==> src/rtl/core/foss_pkg.sv <==
package foss_pkg;

    localparam int FOSS_HIST = 64;
    localparam int DW        = 16;
    localparam int WW        = 32;
    localparam int ACCW      = 64;
    localparam int CFG_IW    = 3;

    localparam logic signed [WW-1:0] W_ONE = 32'sd16777216;

    localparam logic [CFG_IW-1:0] REG_A_MATRIX      = 3'd0;
    localparam logic [CFG_IW-1:0] REG_B_MATRIX      = 3'd1;
    localparam logic [CFG_IW-1:0] REG_C_MATRIX      = 3'd2;
    localparam logic [CFG_IW-1:0] REG_ORDER_FIRST   = 3'd3;
    localparam logic [CFG_IW-1:0] REG_ORDER_SECOND  = 3'd4;
    localparam logic [CFG_IW-1:0] REG_INITIAL_STATE = 3'd5;

    typedef struct packed {
        logic valid;
        logic neg;
        logic shl;
    } mac_ctl_t;

    // round to nearest, ties away from zero, then saturate to 16 bits
    function automatic logic signed [DW-1:0] round_sat(input logic signed [ACCW-1:0] v,
                                                      input int unsigned sh);
        logic [ACCW-1:0] mag;
        logic [ACCW-1:0] half;
        logic signed [ACCW-1:0] r;
        half = 64'd1 << (sh - 1);
        if (!v[ACCW-1]) begin
            mag = v;
            r = $signed((mag + half) >> sh);
        end else begin
            mag = -v;
            r = -$signed((mag + half) >> sh);
        end
        if (r > 64'sd32767) begin
            round_sat = 16'sh7fff;
        end else if (r < -64'sd32768) begin
            round_sat = 16'sh8000;
        end else begin
            round_sat = r[DW-1:0];
        end
    endfunction

endpackage

==> src/rtl/core/foss_mac.sv <==
module foss_mac (
    input  logic                         aclk,
    input  logic                         aresetn,
    input  logic                         clear,
    input  foss_pkg::mac_ctl_t           ctl,
    input  logic signed [31:0]           op_a,
    input  logic signed [15:0]           op_b,
    output logic signed [63:0]           acc
);
    import foss_pkg::*;

    mac_ctl_t                 ctl_reg;
    logic signed [47:0]       prod_reg;
    logic signed [47:0]       prod_next;
    logic signed [ACCW-1:0]   acc_reg;
    logic signed [ACCW-1:0]   ext;
    logic signed [ACCW-1:0]   term;

    assign prod_next = op_a * op_b;
    assign ext  = {{(ACCW-48){prod_reg[47]}}, prod_reg};
    assign term = ctl_reg.shl ? (ext <<< 12) : ext;

    always_ff @(posedge aclk) begin
        prod_reg <= prod_next;
        if (!aresetn) begin
            ctl_reg <= '0;
            acc_reg <= '0;
        end else begin
            ctl_reg <= ctl;
            if (clear) begin
                acc_reg <= '0;
            end else if (ctl_reg.valid) begin
                acc_reg <= ctl_reg.neg ? (acc_reg - term) : (acc_reg + term);
            end
        end
    end

    assign acc = acc_reg;

endmodule

==> config.mk <==
export PLATFORM = sky130hd
export DESIGN_NAME = foss_mac
export DESIGN_NICKNAME = d
export VERILOG_FILES = /design/src/rtl/core/foss_pkg.sv /design/src/rtl/core/foss_mac.sv
export SDC_FILE = /design/constraint.sdc
export NUM_CORES = 2
export LEC_CHECK = 0
export ABC_AREA = 1
export BUFFER_PORTS_ARGS = -buffer_cell sky130_fd_sc_hd__buf_4
export CAP_MARGIN = 0
export CORE_MARGIN = 4
export CORE_UTILIZATION = 50
export DETAILED_ROUTE_END_ITERATION = 6
export GPL_ROUTABILITY_DRIVEN = 0
export PLACE_DENSITY_LB_ADDON = 0.25
export SYNTH_ARGS = -nofsm -noshare
export SYNTH_HDL_FRONTEND = slang
export SYNTH_SLANG_ARGS = --single-unit
==> constraint.sdc <==
create_clock -name aclk -period 9.5 [get_ports aclk]
set_input_delay 2.85 -clock aclk [delete_from_list [all_inputs] [get_ports aclk]]
set_output_delay 2.85 -clock aclk [all_outputs]
set_load 0.02 [all_outputs]
== After elaboration in Yosys (flattened, before gate mapping) ==
Index checks and enable logic that the tools add are counted.

* Register bits after elaboration: 115
* Bits in latches: 0
* Memory bits (writable): 0
* Bits in read-only memories: 0
* Input port bits: 54
* Output and inout bits: 64
* Word-level logic and storage cells: 12
* Memories kept: 0

* Add/sub/neg operators: 2
* Multipliers: 1
* Div/mod/pow operators: 0
* Magnitude comparators: 0
* Equal/unequal tests: 0
* Shifts and indexed selects: 0
* Mux-type cells: 2
* Bitwise logic cells: 1
* Reduce and logical (&&, ||, !) cells: 1

{| class="wikitable"
|+ Operators by type and width
! cell !! count
|-
| adder 64 x 60 -> 64 bit || 1
|-
| two-way mux 64 bit || 1
|-
| subtractor 64 x 60 -> 64 bit || 1
|-
| two-way mux 59 bit || 1
|-
| multiplier 32 x 16 -> 48 bit || 1
|-
| OR reduction 2 bit || 1
|-
| inverter 1 bit || 1
|}

== Depth between registers and ports, before layout ==
* Depth after elaboration: 3
* Gate-level depth with buffers: 33
* Depth with buffers taken out: 31

== Worst setup path after synthesis ==
No wires, ideal clock.

* Kind: input to register
* Start: in op_a[10]
* End: reg prod_reg[33]
* Library setup time: 0.112 ns
* Arrival time: 8.102 ns
* Required time: 9.388 ns
* Slack: 1.286 ns
* Stages: 22
* Buffers on the path: 2
* Cell sequence: clkbuf_1 clkbuf_1 nand2_1 fa_1 fa_1 fa_1 fa_1 inv_1 fa_1 inv_1 fa_1 inv_1 ha_1 nand2_1 nor2_1 inv_1 nor4_1 a21oi_1 o21ai_0 nand3_1 nand3_1 nand2_1

* Longest elaborated chain between the ends: 1

{| class="wikitable"
|+ Ends and longest elaborated chain
! what !! RTL line !! text
|-
| from (decl) || foss_mac.sv:6 || <nowiki>input logic signed [31:0] op_a,</nowiki>
|-
| multiplier 32 x 16 -> 48 bit || foss_mac.sv:19 || <nowiki>assign prod_next = op_a * op_b;</nowiki>
|-
| named net prod_next[33] || foss_mac.sv:14 || <nowiki>logic signed [47:0] prod_next;</nowiki>
|-
| to (signal assigned) || foss_mac.sv:24 || <nowiki>prod_reg <= prod_next;</nowiki>
|-
| to (decl) || foss_mac.sv:13 || <nowiki>logic signed [47:0] prod_reg;</nowiki>
|}

The timed path passes the listed nets, and every way through them passes these cells.
A chain may end at the register's enable or synchronous reset.

== Final worst setup path ==
* Start: in op_b[15]
* End: reg prod_reg[33]

* Longest elaborated chain between the ends: 1

{| class="wikitable"
|+ Ends and longest elaborated chain
! what !! RTL line !! text
|-
| from (decl) || foss_mac.sv:7 || <nowiki>input logic signed [15:0] op_b,</nowiki>
|-
| multiplier 32 x 16 -> 48 bit || foss_mac.sv:19 ||
|-
| named net prod_next[33] || foss_mac.sv:14 ||
|}

The timed path passes the listed nets, and every way through them passes these cells.

==> run metrics <==
number of hold buffers added after CTS 0; Final Max Slew Viols 0; CTS Sinks 115; Arrival @ worst endpoint 8790 ps; dpl hpwl between 60 and 70 mm; global route overflow 0; starting density of the core 0.507; skew final roughly 12 ps; crit path launch op_b[15]; drt drc 1; Post-Synthesis Cells roughly 4300; Top Metal Used met4; First-pass DRT Iterations 7; RSZ-0062 raised after global routing false; Setup Buffers After CTS 0; met2 wire length between 30 and 40 mm; Die W approximately 250 µm; fmax about 120 MHz; layout cells sized above 1 0.0456; commonest non-fill, non-tap cell in the layout inv_1; CTS max path bufs 2; initial antenna violation count 0; worst-path fanout max 16; FF+latch count, synth ~120; # diodes 0; Core ar. 0.0580 mm²; post-CTS sizing 0; Hold Crit Start acc[1]$_SDFFE_PP0P_; cell area after synthesis slightly below 0.03 mm²; Post-Syn Area per Cell around 6.8 µm²; vias in the first global route ~27000; fin util 0.540; failing checks DRC; hold crit path type flop to flop; crit share post-route 0.888; # fillers just under 6000; largest net degree at the start of global routing 81; Reg2Reg Setup Slack 4470 ps; vias approximately 26000; drt wl/cell 16.1 µm; status finished, violations left; area of the multi-input gates about 0.022 mm²; placed insts between 5000 and 6000; Hold EP acc[1]$_SDFFE_PP0P_; die height 251 µm; GR Util All Layers 0.266; layout overhead on the synthesized area 6.49%; Rel. slew slack 0.365; I/O pin total ~120; Starting DRT DRC Count 1600; Crit. End Element flop; final-report hold violation count 0; Yosys warning count 0; Die ar. approximately 0.063 mm²; storage element area around 0.0023 mm²; Mapped Nets roughly 5100; synth unique cells 49; CTS tree yes; Reg2Reg Capture Point acc[47]$_SDFFE_PP0P_; EDFF count, synth 0; port bufs around 120; part of the Yosys area used for sequential elements 0.0782; row cnt 88; first-pass GRT wire length around 140 mm; kind of critical path primary input to flop; most frequent cells in the layout 1126 x inv_1, 1091 x nand2_1, 487 x fa_1, 439 x nor2_1, 178 x ha_1; R2R depth 24; final wirelength just over 80 mm; Req. time, crit path a little under 10000 ps; min Tclk post-route ~8400 ps; asr flop ratio synth 0; hold path cells 2; nets@finish slightly above 5000; Routed met1 length about 35 mm; Worst-Margin Slew 951 ps; Met3 Wirelength between 5 and 6 mm; Startpoint Class primary input; worst-skew pair later-pin latency around 450 ps; clock root cell clkbuf_16; tightest hold margin between 500 and 600 ps; number of routed nets with antenna violations 0; total number of H-tree levels 4; setup violators final 0; Primary FF master, synth dfxtp_1; vias per cell approximately 5.1; R2R Path Start ctl_reg[0]$_SDFF_PN0_; total of max-cap violations 0; setup TNS 0 ps; Worst-path clk slew roughly 70 ps; Non-Filler Instances about 5100; number of flip-flops in the largest register between 60 and 70; TritonCTS buffer count 17
-- worst max-delay path by stage --
| stage | to | cells past startpoint |
|---|---|---|
| 2_1_floorplan | prod_reg[33]$_DFF_P_ | 22 |
| 3_3_place_gp | prod_reg[33]$_DFF_P_ | 22 |
| 3_5_place_dp | prod_reg[33]$_DFF_P_ | 22 |
| 4_1_cts | prod_reg[33]$_DFF_P_ | 22 |
| 5_1_grt | prod_reg[29]$_DFF_P_ | 22 |
| 6_report | prod_reg[33]$_DFF_P_ | 22 |
-- logic make-up after synthesis --
family,Yosys count,synth area share
AOI/OAI and AO/OA,398,0.0746
and+or+nand+nor,1741,0.235
adders and majority gates,665,0.407
buffers and inverters,1278,0.165
DFF,115,0.0782
xor gates and xnor gates,134,0.0399
-- Yosys cell counts, drive strengths merged, types with 2 or more instances --
cell    number  area share
and3         2     0.00043
o21a         8      0.0020
o31a         2     0.00060
fa         487        0.33
nand3      123       0.021
inv       1133        0.14
o21bai      30      0.0077
a21boi       3     0.00077
buf         20      0.0043
a31oi       13      0.0028
clkbuf     124       0.016
dfxtp      115       0.078
ha         178       0.076
nand2     1095        0.14
o21ai      161       0.028
nor4         4     0.00085
a21oi      158       0.027
o211ai       2     0.00051
o221ai       2     0.00060
xnor2       39       0.012
nand3b       5      0.0014
nor3        28      0.0049
nand4       24      0.0055
xor2        95       0.028
or2          7      0.0015
a21o        15      0.0038
nor2       450       0.059
-- area by class of cell --
type                    instances  share of cell area
clock inverters                15             0.00539
well taps                     765              0.0305
multi-input cells            2938               0.711
clock buffers                  17              0.0136
flip-flops and latches        115              0.0736
inverters                    1134               0.136
repair buffers                126              0.0302
-- through the flow --
step | setup WS [ps] | area [µm²]
after floorplan | 1290 | 29400
after global placement | 750 | 30700
after detailed placement | 653 | 30700
after CTS | 1130 | 31300
after global routing | 672 | 31300
final | 1060 | 31300
-- layer usage --
layer | GRT usage | vias to the layer above
li1 | - | 12700
met1 | 0.344 | 12500
met2 | 0.451 | 935
met3 | 0.0332 | 218
met4 | 0.115 | 0
met5 | 0 | -
-- worst max-delay path: stages --
cell	delay [ps]
buf_4	110
inv_1	540
or2_2	240
fa_1	420
fa_1	490
inv_1	50
fa_1	500
fa_1	430
fa_1	490
inv_1	50
fa_1	470
inv_1	40
ha_1	340
nand2_1	100
nor2_1	140
nand2_1	80
nor4_1	520
a21oi_1	210
o21ai_0	380
nand3_1	170
nand3_1	100
nand2_1	50
Power is not shown: default switching activity piles up to over one toggle a cycle in this logic, so the estimate is an artifact.
