<file path="src/rtl/core/foss_pkg.sv">
package foss_pkg;

    localparam int FOSS_HIST = 64;
    localparam int DW        = 16;
    localparam int WW        = 32;
    localparam int ACCW      = 64;
    localparam int CFG_IW    = 3;

    localparam logic signed [WW-1:0] W_ONE = 32'sd16777216;

    localparam logic [CFG_IW-1:0] REG_A_MATRIX      = 3'd0;
    localparam logic [CFG_IW-1:0] REG_B_MATRIX      = 3'd1;
    localparam logic [CFG_IW-1:0] REG_C_MATRIX      = 3'd2;
    localparam logic [CFG_IW-1:0] REG_ORDER_FIRST   = 3'd3;
    localparam logic [CFG_IW-1:0] REG_ORDER_SECOND  = 3'd4;
    localparam logic [CFG_IW-1:0] REG_INITIAL_STATE = 3'd5;

    typedef struct packed {
        logic valid;
        logic neg;
        logic shl;
    } mac_ctl_t;

    // round to nearest, ties away from zero, then saturate to 16 bits
    function automatic logic signed [DW-1:0] round_sat(input logic signed [ACCW-1:0] v,
                                                      input int unsigned sh);
        logic [ACCW-1:0] mag;
        logic [ACCW-1:0] half;
        logic signed [ACCW-1:0] r;
        half = 64'd1 << (sh - 1);
        if (!v[ACCW-1]) begin
            mag = v;
            r = $signed((mag + half) >> sh);
        end else begin
            mag = -v;
            r = -$signed((mag + half) >> sh);
        end
        if (r > 64'sd32767) begin
            round_sat = 16'sh7fff;
        end else if (r < -64'sd32768) begin
            round_sat = 16'sh8000;
        end else begin
            round_sat = r[DW-1:0];
        end
    endfunction

endpackage

</file>
<file path="src/rtl/core/foss_hist.sv">
module foss_hist #(
    parameter int HIST = foss_pkg::FOSS_HIST
) (
    input  logic                        aclk,
    input  logic                        aresetn,
    input  logic                        rd_en,
    input  logic [$clog2(HIST)-1:0]     rd_addr,
    output logic [31:0]                 rd_data,
    input  logic                        step_we,
    input  logic [31:0]                 step_data,
    input  logic                        init_we,
    input  logic [31:0]                 init_data,
    output logic [$clog2(HIST)-1:0]     newest
);
    import foss_pkg::*;

    localparam int SW = $clog2(HIST);
    localparam int FW = $clog2(HIST + 1);

    logic [31:0]   mem [0:HIST-1];
    logic [31:0]   q_reg;
    logic          qv_reg;
    logic [SW-1:0] ws_reg;
    logic [FW-1:0] fill_reg;
    logic          nv_reg;
    logic          rd_valid;

    assign newest   = (ws_reg == '0) ? SW'(HIST - 1) : ws_reg - 1'b1;
    // an entry never written reads as zero
    assign rd_valid = (FW'(rd_addr) < fill_reg) || ((rd_addr == SW'(HIST - 1)) && nv_reg);

    always_ff @(posedge aclk) begin
        if (step_we) begin
            mem[ws_reg] <= step_data;
        end else if (init_we) begin
            mem[newest] <= init_data;
        end
        if (rd_en) begin
            q_reg <= mem[rd_addr];
        end
    end

    always_ff @(posedge aclk) begin
        if (!aresetn) begin
            ws_reg   <= '0;
            fill_reg <= '0;
            nv_reg   <= 1'b0;
            qv_reg   <= 1'b0;
        end else begin
            if (rd_en) begin
                qv_reg <= rd_valid;
            end
            if (step_we) begin
                ws_reg <= (ws_reg == SW'(HIST - 1)) ? '0 : ws_reg + 1'b1;
                if (fill_reg != FW'(HIST)) begin
                    fill_reg <= fill_reg + 1'b1;
                end
            end else if (init_we && (ws_reg == '0)) begin
                nv_reg <= 1'b1;
            end
        end
    end

    assign rd_data = qv_reg ? q_reg : '0;

endmodule

</file>
<file path="config.mk">
export PLATFORM = sky130hd
export DESIGN_NAME = foss_hist
export DESIGN_NICKNAME = d
export VERILOG_FILES = /design/src/rtl/core/foss_pkg.sv /design/src/rtl/core/foss_hist.sv
export SDC_FILE = /design/constraint.sdc
export NUM_CORES = 2
export LEC_CHECK = 0
export BUFFER_PORTS_ARGS = -buffer_cell sky130_fd_sc_hd__buf_2
export CORE_MARGIN = 8
export CORE_UTILIZATION = 54
export DETAILED_ROUTE_END_ITERATION = 6
export PLACE_DENSITY = 0.7
export SLEW_MARGIN = 0
export SYNTH_ARGS = -nofsm -noshare
export SYNTH_HDL_FRONTEND = slang
export SYNTH_SLANG_ARGS = --single-unit
</file>
<file path="constraint.sdc">
create_clock -name aclk -period 4.2 [get_ports aclk]
set_input_delay 0.84 -clock aclk [delete_from_list [all_inputs] [get_ports aclk]]
set_output_delay 0.84 -clock aclk [all_outputs]
set_load 0.02 [all_outputs]
</file>
Yosys cells after proc, flatten, opt, wreduce, memory -nomap -nowiden
Memories as Yosys holds them, arrays and structs flattened. A register that Yosys moved wholly into a read port is not among the register bits. Index checks and enable logic that the tools add are counted.

Logic and storage cells: 31. Input port bits: 75. Memory bits (read-only): 0. Output and inout port bits: 38. Register bits after elaboration: 15. Memories kept: 1. Latch bits: 0. Bits in writable memories: 2048.

$mul: 0. Reduce and logical (&&, ||, !) cells: 7. Equal/unequal tests: 3. Mux-type cells: 11. Shift-type cells: 0. $add $sub $neg: 3. Div/mod/pow operators: 0. Bitwise logic cells: 1. $lt $le $gt $ge: 1.

Memories: mem (words 64, bits a word 32, rd ports 1, clocked after memory_dff 1, write ports 1, line foss_hist.sv:20) `logic [31:0] mem [0:HIST-1];`.

Operators by type and width (count): $mux W32 (2); $reduce_or A32 Y1 (1); $mux W6 (3); $eq A6 B6 Y1 const B (2); $add A7 B1 Y7 const B (1); $lt A6 B7 Y1 (1); $ne A7 B7 Y1 const B (1); $add A6 B1 Y6 const B (1); $logic_not A6 Y1 (1); $mux W1 (6); $sub A6 B1 Y6 const B (1); $reduce_and A2 Y1 (2); $logic_and A1 B1 Y1 (2); $logic_or A1 B1 Y1 (1); $not A1 Y1 (1).

Depth between registers and ports, before layout
Word-level depth: 5. Mapped depth: 9. Gate-level depth less buffers: 8.

Least setup slack after synthesis
No wires, ideal clock.

Path type: in2reg. Start: input port step_we. End: memory mem[24][0] (enable). Setup slack: 324 ps. Data arrival time: 3454 ps. Path buffers: 3. Stages: 7. Setup time: 421 ps. Cell sequence: buf_2 > nand2b_1 > clkbuf_1 > buf_2 > o31ai_2 > nand3_1 > nor2_1.

Longest elaborated chain between the ends: 4. Elaborated cells on any way between the ends: 7.

Ends and longest elaborated chain: start: declaration (line foss_hist.sv:9) `input logic step_we,`; $mux W1 (line foss_hist.sv:33) `if (step_we) begin`; $mux W1 (implied by the code) (line foss_hist.sv:36) `mem[newest] <= init_data;`; $reduce_or A32 Y1 (no source line); $mux W6 (no source line) / $mux W1 (equally long branches); end: declaration (line foss_hist.sv:20).

Parallel ways exist; a longest one is shown, timed or not.

Worst setup path after layout
Start: register ws_reg[0]. End: output port newest[4].

Longest elaborated chain between the ends: 2. Elaborated cells on any way between the ends: 3.

Ends and longest elaborated chain: start: declaration (line foss_hist.sv:23) `logic [SW-1:0] ws_reg;`; start signal: assignment (line foss_hist.sv:54) `ws_reg <= (ws_reg == SW'(HIST - 1)) ? '0 : ws_reg + 1'b1;`; $sub A6 B1 Y6 / $logic_not A6 Y1 (equally long branches) (line foss_hist.sv:28) `assign newest = (ws_reg == '0) ? SW'(HIST - 1) : ws_reg - 1'b1;`; $mux W6 * (line foss_hist.sv:28); end: declaration (line foss_hist.sv:13) `output logic [$clog2(HIST)-1:0] newest`.

Every way passes the cells marked *; elsewhere a longest branch is shown, timed or not.

==> metrics.txt <==
Synth area leaders edfxtp_1 77%, mux4_2 14%, mux2i_1 1.9%; Seq pwr share 0.546; Worst setup SP type flop; antenna violations before repair 14; largest net degree at the start of global routing between 60 and 70; Post-synth top cells 2080 x edfxtp_1, 512 x mux4_2, 150 x mux2i_1; vias in the first global route 39380; CTS tree done; Place WS 433.8 ps; Post-CTS Setup Inserts 0; combinational power share 0.065; status finished, final reports clean; internal power 33.64 mW; post-route setup TNS 0 ps; Max Slew Vio Count 0; most numerous cell in the Yosys netlist edfxtp_1; fraction of the cycle the final worst path needs 0.9217; via count 39350; CP required roughly 3400 ps; Worst-Margin Slew 1114 ps; final design utilization 0.6158; post-layout min period about 3900 ps; Layout Skew 44.99 ps; worst setup margin 328.8 ps; Worst Path Arrival between 3000 and 4000 ps; row count 142; htree depth 4; Ys Warns 0; die area 162100 µm²; WHS 454.5 ps; WS Path Type flop to primary output; Starting DRT DRC Count 5279; Tot GR Track Use 0.2472; HP Class input port to flop; Hold-fix buffers, CTS 0; Final ANT Viol Nets 0; Post-Synthesis Cells ~3500; worst r2r src ws_reg[0]; first-pass GRT wire length approximately 290 mm; CTS Root Cell clkbuf_16; number of buffers inserted during clock tree synthesis a little under 200; max reg flops slightly above 2000; Post-Syn Nets 3633; max-cap violation count 0; r2r setup slk 770 ps; Worst Setup EP newest[4]; core footprint 149100 µm²; switching share of power 0.2190; largest area contributor in the netlist edfxtp_1; average size of a mapped cell between 20 and 25 µm²; gr ovfl total 0; number of synthesized register bits 2095; Power Dens Cells 469.3 nW/µm²; Area Overhead vs Synth 13.74%; relative slew slack 0.2529; I/O pin total 113; leak pwr 29.18 nW; largest fanout on the critical path 9; die height 402.6 µm; EDFF count, synth 2080; final hold vios 0; asr flop ratio synth 0; share of layout cells above drive strength 1 0.3053; RSZ-0062 raised after global routing no; Crit. Startpoint ws_reg[0]; register area share after synthesis 0.7776; drt pass-1 iters 6; Final Setup Violations 0; IR drop worst, VDD 0.0004254 V; clk buf depth 3; DRC Markers 0; Unique masters post-synth 48; IO Port Bufs 112; Clk pwr share 0.390; net switching power around 9.4 mW; vias per cell 6.541; CTS Sinks 2095; final WL ~200 mm; Worst-path clk slew 60 ps; Die X 402.6 µm; total power approximately 43 mW; Nets 3992; HPWL after DPL 121.9 mm; R2R depth 8; Mapped Area roughly 80000 µm²; Crit Reg-Reg Endpoint mem[20][6]; CP Capture Type primary output; effective utilization at floorplan 0.5414; main flop type after synthesis edfxtp_1; Wirelength per Cell 33.59 µm; Final Wtd Congestion 0.8364; Synth top area share 0.7739; Worst-Skew Late Latency around 830 ps; Achievable Freq approximately 260 MHz
-- worst max-delay path, stage by stage, from the launching register on --
cell and delay [ps]:
dfxtp_1 400, inv_1 190, ha_1 190, nor2b_1 320, o21ai_0 240, o21ai_1 590, buf_2 290
-- power by group through the flow --
stage                     logic, mW  clock network [mW]  registers, mW
after global routing           2.91                17.7           23.5
after floorplan                1.53                   0           23.9
after detailed placement       2.78                   0           23.9
after CTS                      2.79                17.0           23.5
final                          2.78                16.8           23.5
after global placement         2.74                   0           23.9
-- metal layers --
layer / routed length, µm / part of all wire / GRT usage
met2: 97680 / 0.48 / 0.3935
met1: 77270 / 0.38 / 0.3482
met5: 0 / 0 / 0
met3: 20200 / 0.10 / 0.04869
met4: 6869 / 0.034 / 0.08327
-- worst min path at each step --
stage,from,to,slack [ps],cells past startpoint
floorplan,nv_reg,nv_reg,440,1
global placement,nv_reg,nv_reg,450,1
detailed placement,nv_reg,nv_reg,460,1
CTS,aresetn,nv_reg,410,2
global route,aresetn,nv_reg,430,2
finish,aresetn,nv_reg,450,2
-- cell type report --
cell class,count,area [µm²]
Timing Repair Buffer,364,3217
Clock buffer,249,5167
Fill cell,9865,57270
Antenna cell,3,7.507
Sequential cell,2095,62760
Inverter,12,45.04
Clock inverter,111,827.0
Tap cell,1944,2432
Multi-Input combinational cell,1237,17340
-- layout by cell type, fill, tap and decap left out, types with 46 or more instances in the layout --
master	netlist	layout
a21oi_1	46	46
a221oi_1	64	64
buf_12	0	58
buf_2	71	108
buf_4	31	194
clkbuf_1	70	50
clkbuf_16	0	199
clkinv_1	0	62
edfxtp_1	2080	2080
mux2i_1	150	150
mux4_2	512	512
nor2_4	0	64
o21ai_0	59	58
-- kinds of logic after synthesis --
kind of cell,Yosys count,share of synthesized area
adder cells (fa/ha/maj),10,0.001550
flip-flops,2095,0.7776
multiplexers,694,0.1659
AO/OA/AOI/OAI,298,0.02597
buffers and inverters,216,0.01370
XOR/XNOR,14,0.001519
AND/OR/NAND/NOR,221,0.01369
-- what timing repair did --
action | in CTS | in global routing
hold endpoints to repair | 0 | 0
setup endpoints to repair | 0 | 1
gates resized for setup | 0 | 1
-- metrics by stage --
stage / cell area, µm² / std cells
finish: 91790 / 6015
global route: 91790 / 6012
CTS: 91790 / 6012
detailed placement: 85790 / 5652
global placement: 85790 / 5652
floorplan: 80710 / 3548
No activity file was read; power rests on OpenSTA's default activity.
